===== config.mk =====
export PLATFORM = sky130hd
export DESIGN_NAME = hrs_nbr
export DESIGN_NICKNAME = d
export VERILOG_FILES = /design/src/hdl/hrs_pkg.sv /design/src/hdl/hrs_nbr.sv
export SDC_FILE = /design/constraint.sdc
export NUM_CORES = 1
export LEC_CHECK = 0
export BUFFER_PORTS_ARGS = -buffer_cell sky130_fd_sc_hd__clkbuf_2
export CORE_UTILIZATION = 45
export DETAILED_ROUTE_END_ITERATION = 16
export PLACE_DENSITY = 0.84
export SKIP_LAST_GASP = 1
export SLEW_MARGIN = 15
export SYNTH_ARGS = -nofsm -noshare
export SYNTH_HDL_FRONTEND = slang
export SYNTH_SLANG_ARGS = --single-unit

===== constraint.sdc =====
create_clock -name vclk -period 9.9
set_input_delay 0.99 -clock vclk [all_inputs]
set_output_delay 0.99 -clock vclk [all_outputs]
set_load 0.005 [all_outputs]

===== src/hdl/hrs_pkg.sv =====
// Shared constants, types and the pixel address function of the region shrink step.
`default_nettype none
package hrs_pkg;

    localparam int MAX_ROWS = 256;
    localparam int MAX_COLS = 256;
    localparam int DEPTH    = MAX_ROWS * MAX_COLS;
    localparam int ADDR_W   = $clog2(DEPTH);

    localparam int COORD_W  = 9;
    localparam int DIR_W    = 3;
    localparam int CMD_W    = 2;
    localparam int CONE_W   = 36;
    localparam int OFF_W    = 32;
    localparam int NCAND    = 3;
    localparam int CFG_IDX_W  = 3;
    localparam int CFG_DATA_W = 36;

    localparam logic [CMD_W-1:0] CMD_LOAD    = 2'd0;
    localparam logic [CMD_W-1:0] CMD_PROCESS = 2'd1;
    localparam logic [CMD_W-1:0] CMD_READ    = 2'd2;
    localparam logic [CMD_W-1:0] CMD_UNUSED  = 2'd3;

    localparam logic [CFG_IDX_W-1:0] CFG_IMAGE_ROWS = 3'd0;
    localparam logic [CFG_IDX_W-1:0] CFG_IMAGE_COLS = 3'd1;
    localparam logic [CFG_IDX_W-1:0] CFG_CONE_LOW   = 3'd2;
    localparam logic [CFG_IDX_W-1:0] CFG_CONE_HIGH  = 3'd3;
    localparam logic [CFG_IDX_W-1:0] CFG_OFFSET     = 3'd4;

    typedef struct packed {
        logic [DIR_W-1:0] dir;
        logic             obj;
        logic             vis;
    } t_pix;

    typedef struct packed {
        logic              we;
        logic [ADDR_W-1:0] addr;
        t_pix              wdata;
    } t_mem_req;

    typedef struct packed {
        logic [COORD_W-1:0] row;
        logic [COORD_W-1:0] col;
        logic               in_img;
        logic [ADDR_W-1:0]  addr;
    } t_nbr;

    // Column-major linear address of a 1-based pixel.
    function automatic logic [ADDR_W-1:0] pix_addr(input logic [COORD_W-1:0] r,
                                                   input logic [COORD_W-1:0] c);
        logic [31:0] lin;
        lin = (32'(c) - 32'd1) * 32'(MAX_ROWS) + (32'(r) - 32'd1);
        return lin[ADDR_W-1:0];
    endfunction

endpackage
`default_nettype wire


===== src/hdl/hrs_nbr.sv =====
// Cone lookup and neighbor position, bounds check and address for one cone slot.
`default_nettype none
module hrs_nbr (
    input  wire logic [hrs_pkg::COORD_W-1:0] i_row,
    input  wire logic [hrs_pkg::COORD_W-1:0] i_col,
    input  wire logic [hrs_pkg::DIR_W-1:0]   i_dir,
    input  wire logic [1:0]                  i_slot,
    input  wire logic [hrs_pkg::CONE_W-1:0]  i_cone_low,
    input  wire logic [hrs_pkg::CONE_W-1:0]  i_cone_high,
    input  wire logic [hrs_pkg::OFF_W-1:0]   i_offset,
    input  wire logic [hrs_pkg::COORD_W-1:0] i_rows,
    input  wire logic [hrs_pkg::COORD_W-1:0] i_cols,
    output hrs_pkg::t_nbr                    o_nbr
);

    logic [hrs_pkg::CONE_W-1:0]  tab;
    logic [8:0]                  entry;
    logic [hrs_pkg::DIR_W-1:0]   code;
    logic [3:0]                  steps;
    logic [hrs_pkg::COORD_W:0]   nr;
    logic [hrs_pkg::COORD_W:0]   nc;

    always_comb begin
        tab   = i_dir[2] ? i_cone_high : i_cone_low;
        entry = tab[i_dir[1:0]*9 +: 9];
        case (i_slot)
            2'd0:    code = entry[2:0];
            2'd1:    code = entry[5:3];
            2'd2:    code = entry[8:6];
            default: code = '0;
        endcase
        steps = i_offset[code*4 +: 4];
        // Steps are 2-bit two's complement; a negative result wraps high and fails the bounds.
        nr = {1'b0, i_row} + {{(hrs_pkg::COORD_W-1){steps[1]}}, steps[1:0]};
        nc = {1'b0, i_col} + {{(hrs_pkg::COORD_W-1){steps[3]}}, steps[3:2]};
        o_nbr.row    = nr[hrs_pkg::COORD_W-1:0];
        o_nbr.col    = nc[hrs_pkg::COORD_W-1:0];
        o_nbr.in_img = (nr != '0) && (nc != '0) &&
                       (nr <= {1'b0, i_rows}) && (nc <= {1'b0, i_cols});
        o_nbr.addr   = hrs_pkg::pix_addr(nr[hrs_pkg::COORD_W-1:0], nc[hrs_pkg::COORD_W-1:0]);
    end

endmodule
`default_nettype wire


Word level (Yosys, flattened, before mapping):

Index checks and enable logic that the tools add are counted.

* word-level logic and storage cells: 20
* flip-flop bits (word level): 0

* add/subtract/negate cells: 5
* shifts and indexed selects: 2
* reductions and logical operators: 6
* mux-type cells: 2
* eq/ne operators: 2
* $lt $le $gt $ge: 2
* multipliers: 1

Operators with widths (number)
* $mux W36: 1
* $shiftx A36 B7 Y9: 1
* $shiftx A32 B6 Y4: 1
* $add A9 B10 Y10: 2
* $le A10 B9 Y1: 2
* $reduce_bool A10 Y1: 2
* $add A16 B10 Y16: 1
* $sub A9 B1 Y10 const B: 1
* $pmux W3 S3: 1
* $sub A8 B1 Y8 const B: 1
* $mul A2 B4 Y6 const B: 1
* $logic_and A1 B1 Y1: 3
* $eq A2 B1 Y1 const B: 1
* $eq A2 B2 Y1 const B: 1
* $logic_not A2 Y1: 1

Logic depth before layout (Yosys ltp):

Gate-level depths: netlist (run 1).

* depth in word-level cells: 9
* depth in mapped cells: 29
* mapped depth without buffers: 27

Worst setup path before layout (run 1):

No wires, ideal clock.

* path kind: input port to output port
* from: input port i_dir[2] (netlist bit)
* to: output port o_nbr[15] (netlist bit)
* setup slack: 2.344 ns
* stages on the path: 28
* arrival: 6.566 ns
* path buffers: 3
* cells stage by stage: buf_6 > buf_12 > mux4_1 > mux2_2 > nand2_1 > o311a_2 > buf_6 > a211oi_1 > a311o_1 > nand2_1 > inv_1 > fa_1 > nand3b_1 > nand2_1 > xnor2_1 > o211ai_1 > nor3_1 > or3b_2 > inv_1 > ha_1 > a21o_1 > a21oi_1 > o21bai_1 > a21oi_1 > o21ai_0 > xor2_1 > xnor2_1 > xnor2_1

RTL lines
* start: declaration: RTL line hrs_nbr.sv:6 `input wire logic [hrs_pkg::DIR_W-1:0] i_dir,`
* end: declaration: RTL line hrs_nbr.sv:13 `output hrs_pkg::t_nbr o_nbr`

==> results of run 1 <==
worst max path at each step:
stage,start,to,slack [ns],depth (start not counted)
floorplan,i_dir[2],o_nbr[15],2.34,28
CTS,i_dir[2],o_nbr[15],0.77,26
detailed placement,i_dir[2],o_nbr[15],0.80,26
global placement,i_dir[2],o_nbr[15],1.19,26
finish,i_dir[2],o_nbr[15],0.76,26
global route,i_dir[2],o_nbr[15],0.15,26
cells by family (layout without fill, tap and decap cells):
| kind of cell | count (synthesis) | count (layout) | synth area share, % |
|---|---|---|---|
| xor+xnor | 32 | 32 | 10.0 |
| compound gates | 78 | 78 | 19.8 |
| simple gates | 91 | 91 | 17.6 |
| buf+inv | 50 | 223 | 8.67 |
| mux | 31 | 31 | 20.9 |
| fa+ha+maj | 50 | 50 | 23.1 |
power by group through the flow:
stage | registers [µW] | logic, µW | clock network [µW]
after global routing | 0 | 779 | 0
final | 0 | 691 | 0
after floorplan | 0 | 456 | 0
after CTS | 0 | 691 | 0
after detailed placement | 0 | 686 | 0
after global placement | 0 | 666 | 0
synthesized netlist by cell type, types with 5 or more instances:
| library cell | count |
|---|---|
| o21ai_0 | 15 |
| nand2_1 | 18 |
| nand3_1 | 19 |
| mux2_2 | 7 |
| xnor2_1 | 18 |
| nor2b_1 | 5 |
| nor2_1 | 17 |
| mux4_1 | 11 |
| ha_1 | 46 |
| o211ai_1 | 5 |
| a21oi_1 | 20 |
| xor2_1 | 14 |
| nor3_1 | 7 |
| mux4_2 | 7 |
| inv_1 | 41 |
| a21o_1 | 5 |
| mux2i_1 | 6 |
final cells by class:
class / count / area, µm²
Tap cell: 75 / 93.8
Fill cell: 566 / 2240
Timing Repair Buffer: 181 / 908
Multi-Input combinational cell: 282 / 2560
Inverter: 42 / 158
worst min-delay path, cell delays in order:
cell and delay (ns):
clkbuf_2 0.09, ha_1 0.15, clkbuf_2 0.11
layer usage:
layer | routed length (µm) | GRT usage (%) | part of all wire (%) | vias to the layer above
met4 | 230 | 7.86 | 2.8 | 0
met3 | 511 | 2.25 | 6.3 | 23
met5 | 0 | 0 | 0 | -
met1 | 3050 | 25.1 | 38 | 1473
met2 | 4320 | 50.1 | 53 | 154
li1 | - | - | - | 1610
per-stage QoR:
stage | instances | hold slack [ns] | total power (µW) | area (µm²)
floorplan | 332 | 2.11 | 456 | 2800
global placement | 580 | 2.30 | 666 | 3720
detailed placement | 580 | 2.35 | 686 | 3720
CTS | 580 | 2.35 | 691 | 3720
global route | 580 | 2.36 | 779 | 3720
finish | 580 | 2.34 | 691 | 3720
==> qor.yml, run 1 <==
outcome: "complete, no violations"
antenna_found_initial: 0
pin_count: 180
synth_cell_types: 67
numPortBuffers: 180
fin_nets: 701
vias_per_cell: 5.62
worst_hold_path_type: "primary input to output port"
yosysTopAreaCellShare_pct: 20.6
finalMaxSlewViolations: 0
netlist_area_um2: 2800
n_antenna_cell: 0
yosys.area.top_type: "ha_1"
path_buf_inv: 3
p_seq_share_pct: 0
nClkBuffers: 0
num_vias: 3260
drive_gt1_share_pct: 41.8
syn-num-nets: 526
core_um2: 5960
worst_path_largest_cell_delay_ns: 0.58
power_frac_comb_pct: 100.0
setup_viol: 0
syn_inst: 332
drv_cap: 0
ir_worst_vdd_v: 0.000158
rows: 28
track_usage_pct: 24.3
min-delay-start: "i_row[0]"
p_int_uw: 316
ctsHoldBuffers: 0
p_sw_uw: 375
synthTopCellsByArea: "ha_1 (21%), mux4_1 (10%), mux4_2 (5.6%)"
startpoint_type: "primary input"
die_y_um: 80.9
dr.pass1.iters: 5
start_util_pct: 47.0
tightest_slew_ns: 0.558
drt_wl_total_mm: 8.11
postCtsSetupBuffers: 0
slew_headroom_pct: 62.5
min_to: "o_nbr[26]"
hold_viol: 0
yosys_warnings: 0
drc: 0
swShare_pct: 54.3
setup_tns_ns: 0
pwr-share-clk_pct: 0
avgRoutedWirePerCell_um: 14.0
mostFrequentLayoutCells: "clkbuf_2 (180), ha_1 (46), inv_1 (41)"
power_density_nw_per_um2: 186
hpwl_mm: 7.33
critPathKind: "primary input to output port"
post_cts_resized: 0
grt_pass1_vias: 3175
fp.dieW_um: 80.9
syn_avg_cell_area_um2: 8.43
cp.required_ns: 8.91
layout_commonest_cell: "clkbuf_2"
grt_pass1_wl_mm: 12.9
path_max_fanout: 18
antenna_left: 0
fin_ws_ns: 0.760
fin_util_pct: 62.4
dieArea_um2: 6540
cp-end-kind: "output port"
gp_congestion: 0.901
p_leak_uw: 0.00205
arrival_ns: 8.15
hold_depth: 3
dp_slack_ns: 0.797
sequential_cell_total: 0
path_delay_family: "simple AND/OR/NAND/NOR gates"
ys_seq_area_share_pct: 0
dr.first_iter.drc_count: 80
grt_max_degree: 19
grt-ovfl-total: 0
rsz0062_at_grt: "no"
regArea_um2: 0
areaGrowthSynthToFinish_pct: 32.8
timing.fmax_mhz: 109
slowest_stage: "mux4_2"
min_period_ns: 9.14
finalCritPeriodShare_pct: 92.3
No activity file was read; power rests on OpenSTA's default activity.
==> inputs of run 2 (changes only) <==
==> constraint.sdc (replaced) <==
create_clock -name vclk -period 9.9
set_input_delay 1.485 -clock vclk [all_inputs]
set_output_delay 1.485 -clock vclk [all_outputs]
set_load 0.005 [all_outputs]
==> qor.yml, run 2 (same netlist as run 1, synthesis figures left out) <==
outcome: "complete, no violations"
fin_nets: 703  # +0.29%
areaGrowthSynthToFinish_pct: 33.6
p_leak_uw: 0.00205  # about the same
path_max_fanout: 18  # unchanged
track_usage_pct: 23.9  # -0.43 points
antenna_found_initial: 0  # unchanged
worst_hold_path_type: "primary input to output port"
regArea_um2: 0  # unchanged
p_sw_uw: 377  # +0.51%
ir_worst_vdd_v: 0.000162  # +2.8%
power_density_nw_per_um2: 186  # +0.35%
rows: 28  # unchanged
pwr-share-clk_pct: 0  # unchanged
startpoint_type: "primary input"
mostFrequentLayoutCells: "clkbuf_2 (179), ha_1 (46), inv_1 (40)"
finalMaxSlewViolations: 0  # unchanged
core_um2: 5960  # unchanged
grt_max_degree: 19  # unchanged
sequential_cell_total: 0  # unchanged
swShare_pct: 54.0  # -0.26 points
tightest_slew_ns: 0.588  # +0.0297 ns
grt_pass1_vias: 3141  # -1.1%
dr.first_iter.drc_count: 105  # +31%
avgRoutedWirePerCell_um: 13.8  # -1.1%
gp_congestion: 0.888  # -1.4%
drc: 0  # unchanged
cp-end-kind: "output port"
hold_viol: 0  # unchanged
cp.required_ns: 8.42  # -0.49 ns
vias_per_cell: 5.54  # -1.4%
pin_count: 180  # unchanged
numPortBuffers: 180  # unchanged
drive_gt1_share_pct: 42.4  # +0.62 points
num_vias: 3224  # -1.1%
grt-ovfl-total: 0  # unchanged
fp.dieW_um: 80.9  # unchanged
hpwl_mm: 7.25  # -0.99%
arrival_ns: 7.89  # -0.26 ns
antenna_left: 0  # unchanged
rsz0062_at_grt: "no"
fillers: 542  # -4.2%
drv_cap: 0  # unchanged
setup_tns_ns: 0  # unchanged
p_total_uw: 697  # +0.99%
timing.fmax_mhz: 107  # -2.5%
start_util_pct: 47.0  # unchanged
die_y_um: 80.9  # unchanged
grt_pass1_wl_mm: 12.7  # -1.6%
p_seq_share_pct: 0  # unchanged
slew_headroom_pct: 60.5  # -2.0 points
finalCritPeriodShare_pct: 94.7  # +2.4 points
dr.pass1.iters: 5  # unchanged
p_int_uw: 321  # +1.6%
drt_wl_total_mm: 8.05  # -0.75%
dieArea_um2: 6540  # unchanged
setup_viol: 0  # unchanged
critPathKind: "primary input to output port"
nClkBuffers: 0  # unchanged
min_period_ns: 9.38  # +0.239 ns
power_frac_comb_pct: 100.0  # about the same
layout_commonest_cell: "clkbuf_2"
n_antenna_cell: 0  # unchanged
[run 2: cell count changes in the layout (fill, tap and decap cells not counted), sizes merged]
| cell | previous run | this run |
|---|---|---|
| buf | 1 | 3 |
| inv | 41 | 40 |
| clkinvlp | 0 | 1 |
[run 2: critical path, stage by stage]
cell and delay, ns:
clkbuf_4 0.29, mux4_2 0.54, a22oi_1 0.26, nand3_1 0.23
nor2_2 0.18, mux2_2 0.34, o211ai_1 0.30, nand2_2 0.22
ha_1 0.39, a21oi_1 0.28, o2bb2ai_1 0.18, nor3_1 0.23
o211ai_1 0.16, nor3_1 0.29, or3b_2 0.54, clkinvlp_4 0.17
ha_1 0.24, a21o_1 0.17, a21oi_1 0.22, o21bai_1 0.09
a21oi_1 0.23, o21ai_0 0.16, xor2_1 0.18, xnor2_1 0.19
xnor2_1 0.15, clkbuf_2 0.14
[run 2: layout make-up]
cell class | instances | area [µm²] | area share (%)
timing repair buffer | 183 | 926 | 24.7
inverter | 42 | 161 | 4.31
multi-input combinational | 282 | 2560 | 68.4
tap | 75 | 93.8 | 2.51
[run 2: metrics by stage]
step	instances	hold WS, ns	setup slack [ns]	instance area [µm²]	util [%]
floorplan	332	3.10	1.35	2800	-
global placement	582	3.33	0.507	3730	62.7
detailed placement	582	3.31	0.229	3730	62.7
CTS	582	3.31	0.216	3730	62.7
global route	582	3.33	0.0885	3740	62.8
finish	582	3.31	0.521	3740	62.8
[run 2: routing by layer]
layer  track usage [%]  routed length (µm)  vias up  share of wire [%]
li1                  -                   -     1608                  -
met1              24.2                3050     1458                 38
met2              50.9                4360      144                 54
met3              1.69                 523       14                6.5
met4              6.25                 112        0                1.4
met5                 0                   0        -                  0
[run 2: power by group through the flow]
stage | clock network [µW] | logic, µW | registers (µW)
2_1_floorplan | 0 | 456 | 0
5_1_grt | 0 | 785 | 0
4_1_cts | 0 | 697 | 0
6_report | 0 | 697 | 0
3_5_place_dp | 0 | 695 | 0
3_3_place_gp | 0 | 671 | 0
[run 2: repair_timing]
| action | 4_1_cts | 5_1_grt |
|---|---|---|
| resized for setup | 0 | 4 |
| endpoints found under the setup margin | 0 | 1 |
| hold buffers | 0 | 0 |
| buffers inserted | 0 | 0 |
[run 2: worst paths after layout]
kind / startpoint / to / slack, ns / depth (start not counted)
max: i_dir[2] / o_nbr[15] / 0.52 / 26
min: i_row[0] / o_nbr[26] / 3.31 / 3
